### config.mk
export PLATFORM = sky130hd
export DESIGN_NAME = breakpoint_table_interpolator
export DESIGN_NICKNAME = d
export VERILOG_FILES = /design/src/bti_pkg.sv /design/src/bti_ram.sv /design/src/breakpoint_table_interpolator.sv
export SDC_FILE = /design/constraint.sdc
export NUM_CORES = 2
export LEC_CHECK = 0
export ABC_AREA = 1
export ABC_CLOCK_PERIOD_IN_PS = 9000
export BUFFER_PORTS_ARGS = -buffer_cell sky130_fd_sc_hd__clkbuf_2
export CAP_MARGIN = 0
export CELL_PAD_IN_SITES_DETAIL_PLACEMENT = 1
export CELL_PAD_IN_SITES_GLOBAL_PLACEMENT = 2
export CORE_ASPECT_RATIO = 0.7
export CORE_MARGIN = 1.5
export CORE_UTILIZATION = 42
export DETAILED_ROUTE_END_ITERATION = 7
export PLACE_DENSITY_LB_ADDON = 0.1
export SETUP_SLACK_MARGIN = 0.15
export SLEW_MARGIN = 30
export SYNTH_ARGS = -nofsm -noshare
export SYNTH_HDL_FRONTEND = slang
export SYNTH_SLANG_ARGS = --single-unit
export TNS_END_PERCENT = 100
### constraint.sdc
create_clock -name clk -period 9 [get_ports clk]
set_input_delay 0.9 -clock clk [delete_from_list [all_inputs] [get_ports clk]]
set_output_delay 0.9 -clock clk [all_outputs]
set_load 0.02 [all_outputs]
### src/bti_pkg.sv
`default_nettype none
package bti_pkg;

  // table geometry
  localparam int MAX_ENTRIES = 16;
  localparam int IDX_W       = $clog2(MAX_ENTRIES);

  // field and register widths
  localparam int DATA_W      = 32;
  localparam int SLOT_W      = 4;
  localparam int ENTRIES_W   = 5;
  localparam int APB_ADDR_W  = 3;
  localparam int APB_DATA_W  = 32;

  // serial divider: quotient is known to fit one data word
  localparam int DIV_STEPS   = DATA_W;
  localparam int DIV_CNT_W   = $clog2(DIV_STEPS);

  // request commands
  localparam logic CMD_WRITE  = 1'b0;
  localparam logic CMD_LOOKUP = 1'b1;

  // register index, taken from paddr bit 2
  localparam logic REG_ENTRIES = 1'b0;
  localparam logic REG_MODE    = 1'b1;

endpackage
`default_nettype wire

### src/bti_ram.sv
`default_nettype none
module bti_ram #(
  parameter int WIDTH = 32,
  parameter int DEPTH = 16
) (
  input  wire logic                     clk,
  input  wire logic                     we,
  input  wire logic [$clog2(DEPTH)-1:0] waddr,
  input  wire logic [WIDTH-1:0]         wdata,
  input  wire logic [$clog2(DEPTH)-1:0] raddr,
  output logic      [WIDTH-1:0]         rdata
);

  logic [WIDTH-1:0] mem [DEPTH];

  always_ff @(posedge clk) begin
    if (we) begin
      mem[waddr] <= wdata;
    end
    rdata <= mem[raddr];
  end

endmodule
`default_nettype wire

### src/breakpoint_table_interpolator.sv
// write request: taken in IDLE, ready again on the next cycle, no result
// lookup request: result from CHK_FIRST at or below the first x, from CHK_LAST at or
//   above the last x, from a SCAN of the intervals for stair-step hold on interval i, and
//   from a single 32x32 multiply and a serial divide (MULT, DIV, ADJ) when interpolating
// one request at a time; the table ram read port sets the pace
// synchronous active-high reset: entries_in_use = 1, interpolate_mode = 1, table undefined
`default_nettype none
module breakpoint_table_interpolator (
  input  wire logic                                clk,
  input  wire logic                                rst,
  // request channel
  input  wire logic                                in_valid,
  output logic                                     in_ready,
  input  wire logic                                command,
  input  wire logic        [bti_pkg::SLOT_W-1:0]   entry_index,
  input  wire logic signed [bti_pkg::DATA_W-1:0]   x_value,
  input  wire logic signed [bti_pkg::DATA_W-1:0]   y_value,
  // result channel
  output logic                                     out_valid,
  input  wire logic                                out_ready,
  output logic signed      [bti_pkg::DATA_W-1:0]   result_y,
  // configuration port
  input  wire logic                                psel,
  input  wire logic                                penable,
  input  wire logic                                pwrite,
  input  wire logic        [bti_pkg::APB_ADDR_W-1:0] paddr,
  input  wire logic        [bti_pkg::APB_DATA_W-1:0] pwdata,
  output logic             [bti_pkg::APB_DATA_W-1:0] prdata,
  output logic                                     pready
);

  localparam int DW = bti_pkg::DATA_W;
  localparam int IW = bti_pkg::IDX_W;

  typedef enum logic [2:0] {
    IDLE, CHK_FIRST, CHK_LAST, SCAN, MULT, DIV, ADJ, FINISH
  } state_t;

  state_t state;

  // configuration registers
  logic [bti_pkg::ENTRIES_W-1:0] entries_in_use;
  logic                          interpolate_mode;

  // lookup working registers
  logic signed [DW-1:0]          q;
  logic signed [DW-1:0]          x_prev;
  logic signed [DW-1:0]          y_prev;
  logic signed [DW-1:0]          y_last;
  logic [IW-1:0]                 idx;
  logic [DW-1:0]                 off;     // query minus lower breakpoint
  logic [DW-1:0]                 dx;      // interval width, always positive
  logic [DW-1:0]                 mag;     // magnitude of the y step
  logic                          neg;     // y falls across the interval
  logic [DW-1:0]                 rem;     // divider remainder
  logic [DW-1:0]                 quo;     // product low half, becomes the quotient
  logic [bti_pkg::DIV_CNT_W-1:0] div_cnt;
  logic signed [DW-1:0]          res;

  // ---------------------------------------------------------------------------
  // configuration port: always ready, register index on paddr bit 2
  // ---------------------------------------------------------------------------
  assign pready = 1'b1;

  always_comb begin
    unique case (paddr[2])
      bti_pkg::REG_ENTRIES: prdata = bti_pkg::APB_DATA_W'(entries_in_use);
      bti_pkg::REG_MODE:    prdata = bti_pkg::APB_DATA_W'(interpolate_mode);
      default:              prdata = '0;
    endcase
  end

  always_ff @(posedge clk) begin
    if (rst) begin
      entries_in_use   <= bti_pkg::ENTRIES_W'(1);
      interpolate_mode <= 1'b1;
    end else if (psel && penable && pwrite && pready) begin
      unique case (paddr[2])
        bti_pkg::REG_ENTRIES: entries_in_use <= pwdata[bti_pkg::ENTRIES_W-1:0];
        bti_pkg::REG_MODE:    interpolate_mode <= pwdata[0];
        default: ;
      endcase
    end
  end

  // last slot a lookup considers: zero counts as one, large counts saturate
  logic [IW-1:0] last_idx;

  always_comb begin
    if (entries_in_use == '0) begin
      last_idx = '0;
    end else if (32'(entries_in_use) > 32'(bti_pkg::MAX_ENTRIES)) begin
      last_idx = IW'(bti_pkg::MAX_ENTRIES - 1);
    end else begin
      last_idx = IW'(entries_in_use - bti_pkg::ENTRIES_W'(1));
    end
  end

  // ---------------------------------------------------------------------------
  // breakpoint table: x in the upper half of each word, y in the lower
  // ---------------------------------------------------------------------------
  logic              in_take;
  logic              tbl_we;
  logic [IW-1:0]     tbl_waddr;
  logic [IW-1:0]     tbl_raddr;
  logic [2*DW-1:0]   tbl_rdata;
  logic signed [DW-1:0] rd_x;
  logic signed [DW-1:0] rd_y;

  assign in_ready  = (state == IDLE);
  assign in_take   = in_valid && in_ready;
  // slots beyond the table are dropped
  assign tbl_we    = in_take && (command == bti_pkg::CMD_WRITE) &&
                     (32'(entry_index) < 32'(bti_pkg::MAX_ENTRIES));
  assign tbl_waddr = IW'(entry_index);
  assign rd_x      = tbl_rdata[2*DW-1:DW];
  assign rd_y      = tbl_rdata[DW-1:0];

  // read address is set in the state before the one that consumes the registered read data
  always_comb begin
    unique case (state)
      IDLE:      tbl_raddr = '0;
      CHK_FIRST: tbl_raddr = last_idx;
      CHK_LAST:  tbl_raddr = IW'(1);
      SCAN:      tbl_raddr = idx + IW'(1);
      default:   tbl_raddr = '0;
    endcase
  end

  bti_ram #(
    .WIDTH(2 * bti_pkg::DATA_W),
    .DEPTH(bti_pkg::MAX_ENTRIES)
  ) u_table (
    .clk  (clk),
    .we   (tbl_we),
    .waddr(tbl_waddr),
    .wdata({x_value, y_value}),
    .raddr(tbl_raddr),
    .rdata(tbl_rdata)
  );

  // ---------------------------------------------------------------------------
  // shared datapath pieces
  // ---------------------------------------------------------------------------
  logic              in_interval;
  logic [DW:0]       dx_full;
  logic [DW:0]       off_full;
  logic signed [DW:0] dy_full;
  logic [DW:0]       dy_mag;
  logic [2*DW-1:0]   prod;
  logic [DW+1:0]     trial;

  assign in_interval = (q >= x_prev) && (q < rd_x);
  assign dx_full     = (DW+1)'({rd_x[DW-1], rd_x} - {x_prev[DW-1], x_prev});
  assign off_full    = (DW+1)'({q[DW-1], q} - {x_prev[DW-1], x_prev});
  assign dy_full     = {rd_y[DW-1], rd_y} - {y_prev[DW-1], y_prev};
  assign dy_mag      = dy_full[DW] ? (DW+1)'(-dy_full) : (DW+1)'(dy_full);

  // single multiplier, registered straight into the divider
  assign prod        = (2*DW)'(off) * (2*DW)'(mag);

  // restoring divide step: remainder with the next dividend bit, less divisor
  assign trial       = {1'b0, rem, quo[DW-1]} - {2'b00, dx};

  // ---------------------------------------------------------------------------
  // sequencer
  // ---------------------------------------------------------------------------
  always_ff @(posedge clk) begin
    if (rst) begin
      state     <= IDLE;
      out_valid <= 1'b0;
    end else begin
      // output register: loaded from FINISH, emptied when the result is taken
      if (state == FINISH && (!out_valid || out_ready)) begin
        out_valid <= 1'b1;
      end else if (out_valid && out_ready) begin
        out_valid <= 1'b0;
      end

      unique case (state)
        IDLE: begin
          if (in_take && command == bti_pkg::CMD_LOOKUP) begin
            q     <= x_value;
            state <= CHK_FIRST;
          end
        end

        // entry 0 on the read port: clamp below the table
        CHK_FIRST: begin
          x_prev <= rd_x;
          y_prev <= rd_y;
          if (q <= rd_x) begin
            res   <= rd_y;
            state <= FINISH;
          end else begin
            state <= CHK_LAST;
          end
        end

        // last entry on the read port: clamp above the table
        CHK_LAST: begin
          y_last <= rd_y;
          idx    <= IW'(1);
          if (q >= rd_x) begin
            res   <= rd_y;
            state <= FINISH;
          end else begin
            state <= SCAN;
          end
        end

        // entry idx on the read port, entry idx-1 held in the prev registers
        SCAN: begin
          if (in_interval) begin
            if (interpolate_mode) begin
              off   <= off_full[DW-1:0];
              dx    <= dx_full[DW-1:0];
              mag   <= dy_mag[DW-1:0];
              neg   <= dy_full[DW];
              state <= MULT;
            end else begin
              res   <= y_prev;
              state <= FINISH;
            end
          end else if (idx == last_idx) begin
            // unsorted table, no interval matched
            res   <= y_last;
            state <= FINISH;
          end else begin
            x_prev <= rd_x;
            y_prev <= rd_y;
            idx    <= idx + IW'(1);
          end
        end

        // product high half is below dx, so the quotient fits one word
        MULT: begin
          rem     <= prod[2*DW-1:DW];
          quo     <= prod[DW-1:0];
          div_cnt <= '0;
          state   <= DIV;
        end

        DIV: begin
          if (!trial[DW+1]) begin
            rem <= trial[DW-1:0];
          end else begin
            rem <= {rem[DW-2:0], quo[DW-1]};
          end
          quo     <= {quo[DW-2:0], !trial[DW+1]};
          div_cnt <= div_cnt + bti_pkg::DIV_CNT_W'(1);
          if (div_cnt == bti_pkg::DIV_CNT_W'(bti_pkg::DIV_STEPS - 1)) begin
            state <= ADJ;
          end
        end

        // apply the sign of the y step to the truncated quotient
        ADJ: begin
          res   <= neg ? (y_prev - $signed(quo)) : (y_prev + $signed(quo));
          state <= FINISH;
        end

        // hand over once the output register is free
        FINISH: begin
          if (!out_valid || out_ready) begin
            result_y  <= res;
            state     <= IDLE;
          end
        end

        default: state <= IDLE;
      endcase
    end
  end

  // ---------------------------------------------------------------------------
  // checks
  // ---------------------------------------------------------------------------
  a_write_no_busy: assert property (@(posedge clk) disable iff (rst)
    (in_take && command == bti_pkg::CMD_WRITE) |=> in_ready)
    else $error("write request left the sequencer busy");

  a_lookup_busy: assert property (@(posedge clk) disable iff (rst)
    (in_take && command == bti_pkg::CMD_LOOKUP) |=> (state == CHK_FIRST))
    else $error("lookup request did not start a table walk");

  a_scan_range: assert property (@(posedge clk) disable iff (rst)
    (state == SCAN) |-> (idx != '0 && idx <= last_idx))
    else $error("scan index outside the entries in use");

  a_rem_bound: assert property (@(posedge clk) disable iff (rst)
    (state == DIV || state == ADJ) |-> (rem < dx))
    else $error("divider remainder not below the interval width");

  a_interp_path: assert property (@(posedge clk) disable iff (rst)
    (state == MULT) |-> $past(state == SCAN && interpolate_mode))
    else $error("multiply entered without a matched interval");

endmodule
`default_nettype wire

==> impl_metrics.toml <==
[status]
status = "finished clean"

[sta]
finalSetupTns_ns = 0
hold_viol = 0
rsz0062_at_grt = "no"
setup_viol = 0
holdWs_ns = 0.368
worstMarginPinSlew_ns = 1.07
post-route-period-util_pct = 92.9
min_period_ns = 8.36
relSlewSlack_pct = 28.4
clock_skew_ns = 0.0562
drv_slew = 0
timing.fmax_mhz = 120

[routing]
dr_total_vias = 74800
drt_wl_total_um = 344000
drt_iter0_markers = 6289
via_per_inst = 5.41
dr.pass1.iters = 5
postRouteAntennaNets = 0
drc = 0
post_drt_wl_per_cell_um = 24.9

[synth]
synth.area.mux_share_pct = 0
synth_cell_type_count = 52
netlist_area_mm2 = 0.102
synth_top_family_by_area = "adder cells"
syn_area_per_cell_um2 = 9.72
ys_warn_count = 0
yosysSeqAreaShare_pct = 42.3
yosys.area.top_type = "edfxtp_1"
synth_compound_area_share_pct = 8.27
synth_simple_gate_area_share_pct = 15.0
synth_fa_ha_area_share_pct = 23.4
synth_top_area_share_pct = 40.9
yosys.area_share.xor_xnor_pct = 1.51
yosys-top-cells-area = "edfxtp_1, fa_1, nand2_1"
ys_ff_latch = 1460
postSynthCellCount = 10500

[global_route]
grt_pass1_vias = 78400
antenna_found_initial = 33
grt_pass1_wl_um = 511000
grt.overflow.total = 0
track_usage_pct = 28.0
grt_max_degree = 222
grt_use_met1_pct = 44.4
met3_usage_pct = 5.24
grt.busiest_layer = "met1"
grt_use_met2_pct = 39.7

[worst_hold_path]
min_path_type = "in -> reg"
hp-start = "pwdata[0]"

[power]
p_per_area_mw_per_mm2 = 359
p_leak_nw = 50.1
ir_worst_vdd_mv = 0.497

[setup_path]
cp-end-kind = "flip-flop"
critical_path_class = "reg -> reg"
crit_top_cell = "fa_1"
startpoint_type = "flip-flop"
worstPathRequired_ns = 9.52
crit_chain = "buf_12 > nand2_1 > fa_1 > inv_1 > fa_1 > fa_1 > fa_1 > fa_1 > fa_1 > fa_1 > inv_1 > fa_1 > inv_1 > ha_1 > a21oi_1 > inv_1 > a21oi_1 > o21ai_0 > a21oi_1 > nand2_1 > xor2_1 > buf_4 > nand2_1 > nand2_1"
r2r_slack_ns = 0.64
r2r-start = "off[8]"
arrival_ns = 8.88
worstPathMaxFanout = 19
cp_slowest_cell = "edfxtp_1"
slowest_delay_ns = 0.90
startpoint = "off[8]"

[cts]
cts_sinks = 1460
clock_latency_ns = 0.82
cts_max_path_buffers = 4
cts_root_buffer = "clkbuf_16"
numCtsBuffers = 148
h-tree-depth = 4
cts_tree = "built"
ctsHoldBuffers = 0
post_cts_buffers = 0
path_clk_slew_ns = 0.07
cts_resized = 0

[cells_and_area]
mostFrequentLayoutCells = "nand2_1, inv_1, edfxtp_1"
layout.nets = 12000
syn_to_final_growth_pct = 9.81
drive_gt1_share_pct = 8.18
n_fill_cell = 26800
layout_commonest_cell = "nand2_1"

[job]
drv_cap = 0

[place]
io_buffer_count = 120
hpwl_um = 251000
place_congestion = 0.944

[die]
die_h_um = 415
io_pins = 178
fp.dieArea_mm2 = 0.245
die_w_um = 591
start_util_pct = 42.4
fp-row-count = 150
core_mm2 = 0.240
==> state kept, by name, indices dropped and copies added, names as in the netlist, 3 cells and up <==
register / cells
q: 32
rem: 32
u_table.mem: 1024
entries_in_use: 5
result_y: 32
dx: 32
state: 3
y_prev: 32
mag: 32
x_prev: 32
idx: 4
off: 32
res: 32
y_last: 32
quo: 32
u_table.rdata: 64
div_cnt: 5
==> layout make-up <==
cell class / count / area [um2] / share of cell area [%]
inverters: 2037 / 7660 / 6.85
multi-input cells: 6529 / 49300 / 44.1
repair buffers: 347 / 2930 / 2.62
clock buffers: 202 / 4230 / 3.78
well taps: 3192 / 3990 / 3.57
clock inverters: 54 / 515 / 0.461
flip-flops and latches: 1460 / 43100 / 38.6
diodes: 15 / 37.5 / 0.0336
==> path summary, 6_finish.rpt <==
check | end | cells after the start
max | rem[11] | 24
min | entries_in_use[0] | 3
max reg2reg | rem[11] | 24
min reg2reg | result_y[25] | 0
==> worst max-delay path, delay by kind of cell, from the launching register on <==
kind / cells / cell delay, ns
XOR/XNOR: 1 / 0.18
buffers and inverters: 6 / 0.68
AND/OR/NAND/NOR: 4 / 0.62
flip-flops: 1 / 0.90
AO/OA/AOI/OAI: 4 / 0.99
adder cells (fa/ha/maj): 9 / 4.64
==> Yosys cell counts, drive strengths merged <==
cell type / number
nand2: 2046
inv: 2034
edfxtp: 1386
fa: 901
nor2: 892
ha: 459
nand3: 352
clkbuf: 336
a21oi: 319
o211ai: 297
or2: 277
o21ai: 269
o311ai: 256
buf: 140
xor2: 105
dfxtp: 74
xnor2: 71
nor3: 46
nand4: 41
o21bai: 37
a31oi: 35
a21o: 22
nor4: 14
nand3b: 12
a21boi: 11
a221oi: 6
and3: 5
o21a: 5
o31ai: 5
and2: 4
a211oi: 3
clkinv: 3
o2111ai: 3
o221ai: 3
conb: 2
nor3b: 2
o41ai: 2
o22ai: 1
==> per-stage QoR <==
stage / area, um2 / setup slack [ns] / total power [W] / utilization [%] / cells
2_1_floorplan: 102000 / 2.27 / 0.0227 / - / 10500
3_3_place_gp: 107000 / 0.724 / 0.0331 / 44.4 / 13500
3_5_place_dp: 107000 / 0.668 / 0.0335 / 44.5 / 13600
4_1_cts: 112000 / 0.593 / 0.0399 / 46.5 / 13800
5_1_grt: 112000 / 0.459 / 0.0426 / 46.6 / 13800
6_report: 112000 / 0.640 / 0.0401 / 46.6 / 13800
==> power by group <==
| group | total, W | switching (W) | internal, W |
|---|---|---|---|
| combinational | 0.0247 | 0.0172 | 0.00743 |
| clock | 0.00624 | 0.00269 | 0.00355 |
| sequential | 0.00918 | 0.000484 | 0.00870 |
==> layer usage <==
layer | share of wire (%) | vias up
met2 | 41 | 2048
met1 | 50 | 38600
met5 | 0.030 | -
met3 | 7.0 | 316
li1 | - | 33900
met4 | 1.7 | 16
==> logic make-up (layout without fill, tap and decap cells) <==
| kind of cell | count (synthesis) | count (layout) |
|---|---|---|
| AO/OA/AOI/OAI | 1274 | 1274 |
| XOR/XNOR | 176 | 176 |
| adder cells (fa/ha/maj) | 1360 | 1360 |
| buffers and inverters | 2513 | 2640 |
| flip-flops | 1460 | 1460 |
| other | 2 | 43 |
| AND/OR/NAND/NOR | 3691 | 3691 |
Note: power is estimated with default switching activity, not from simulation.
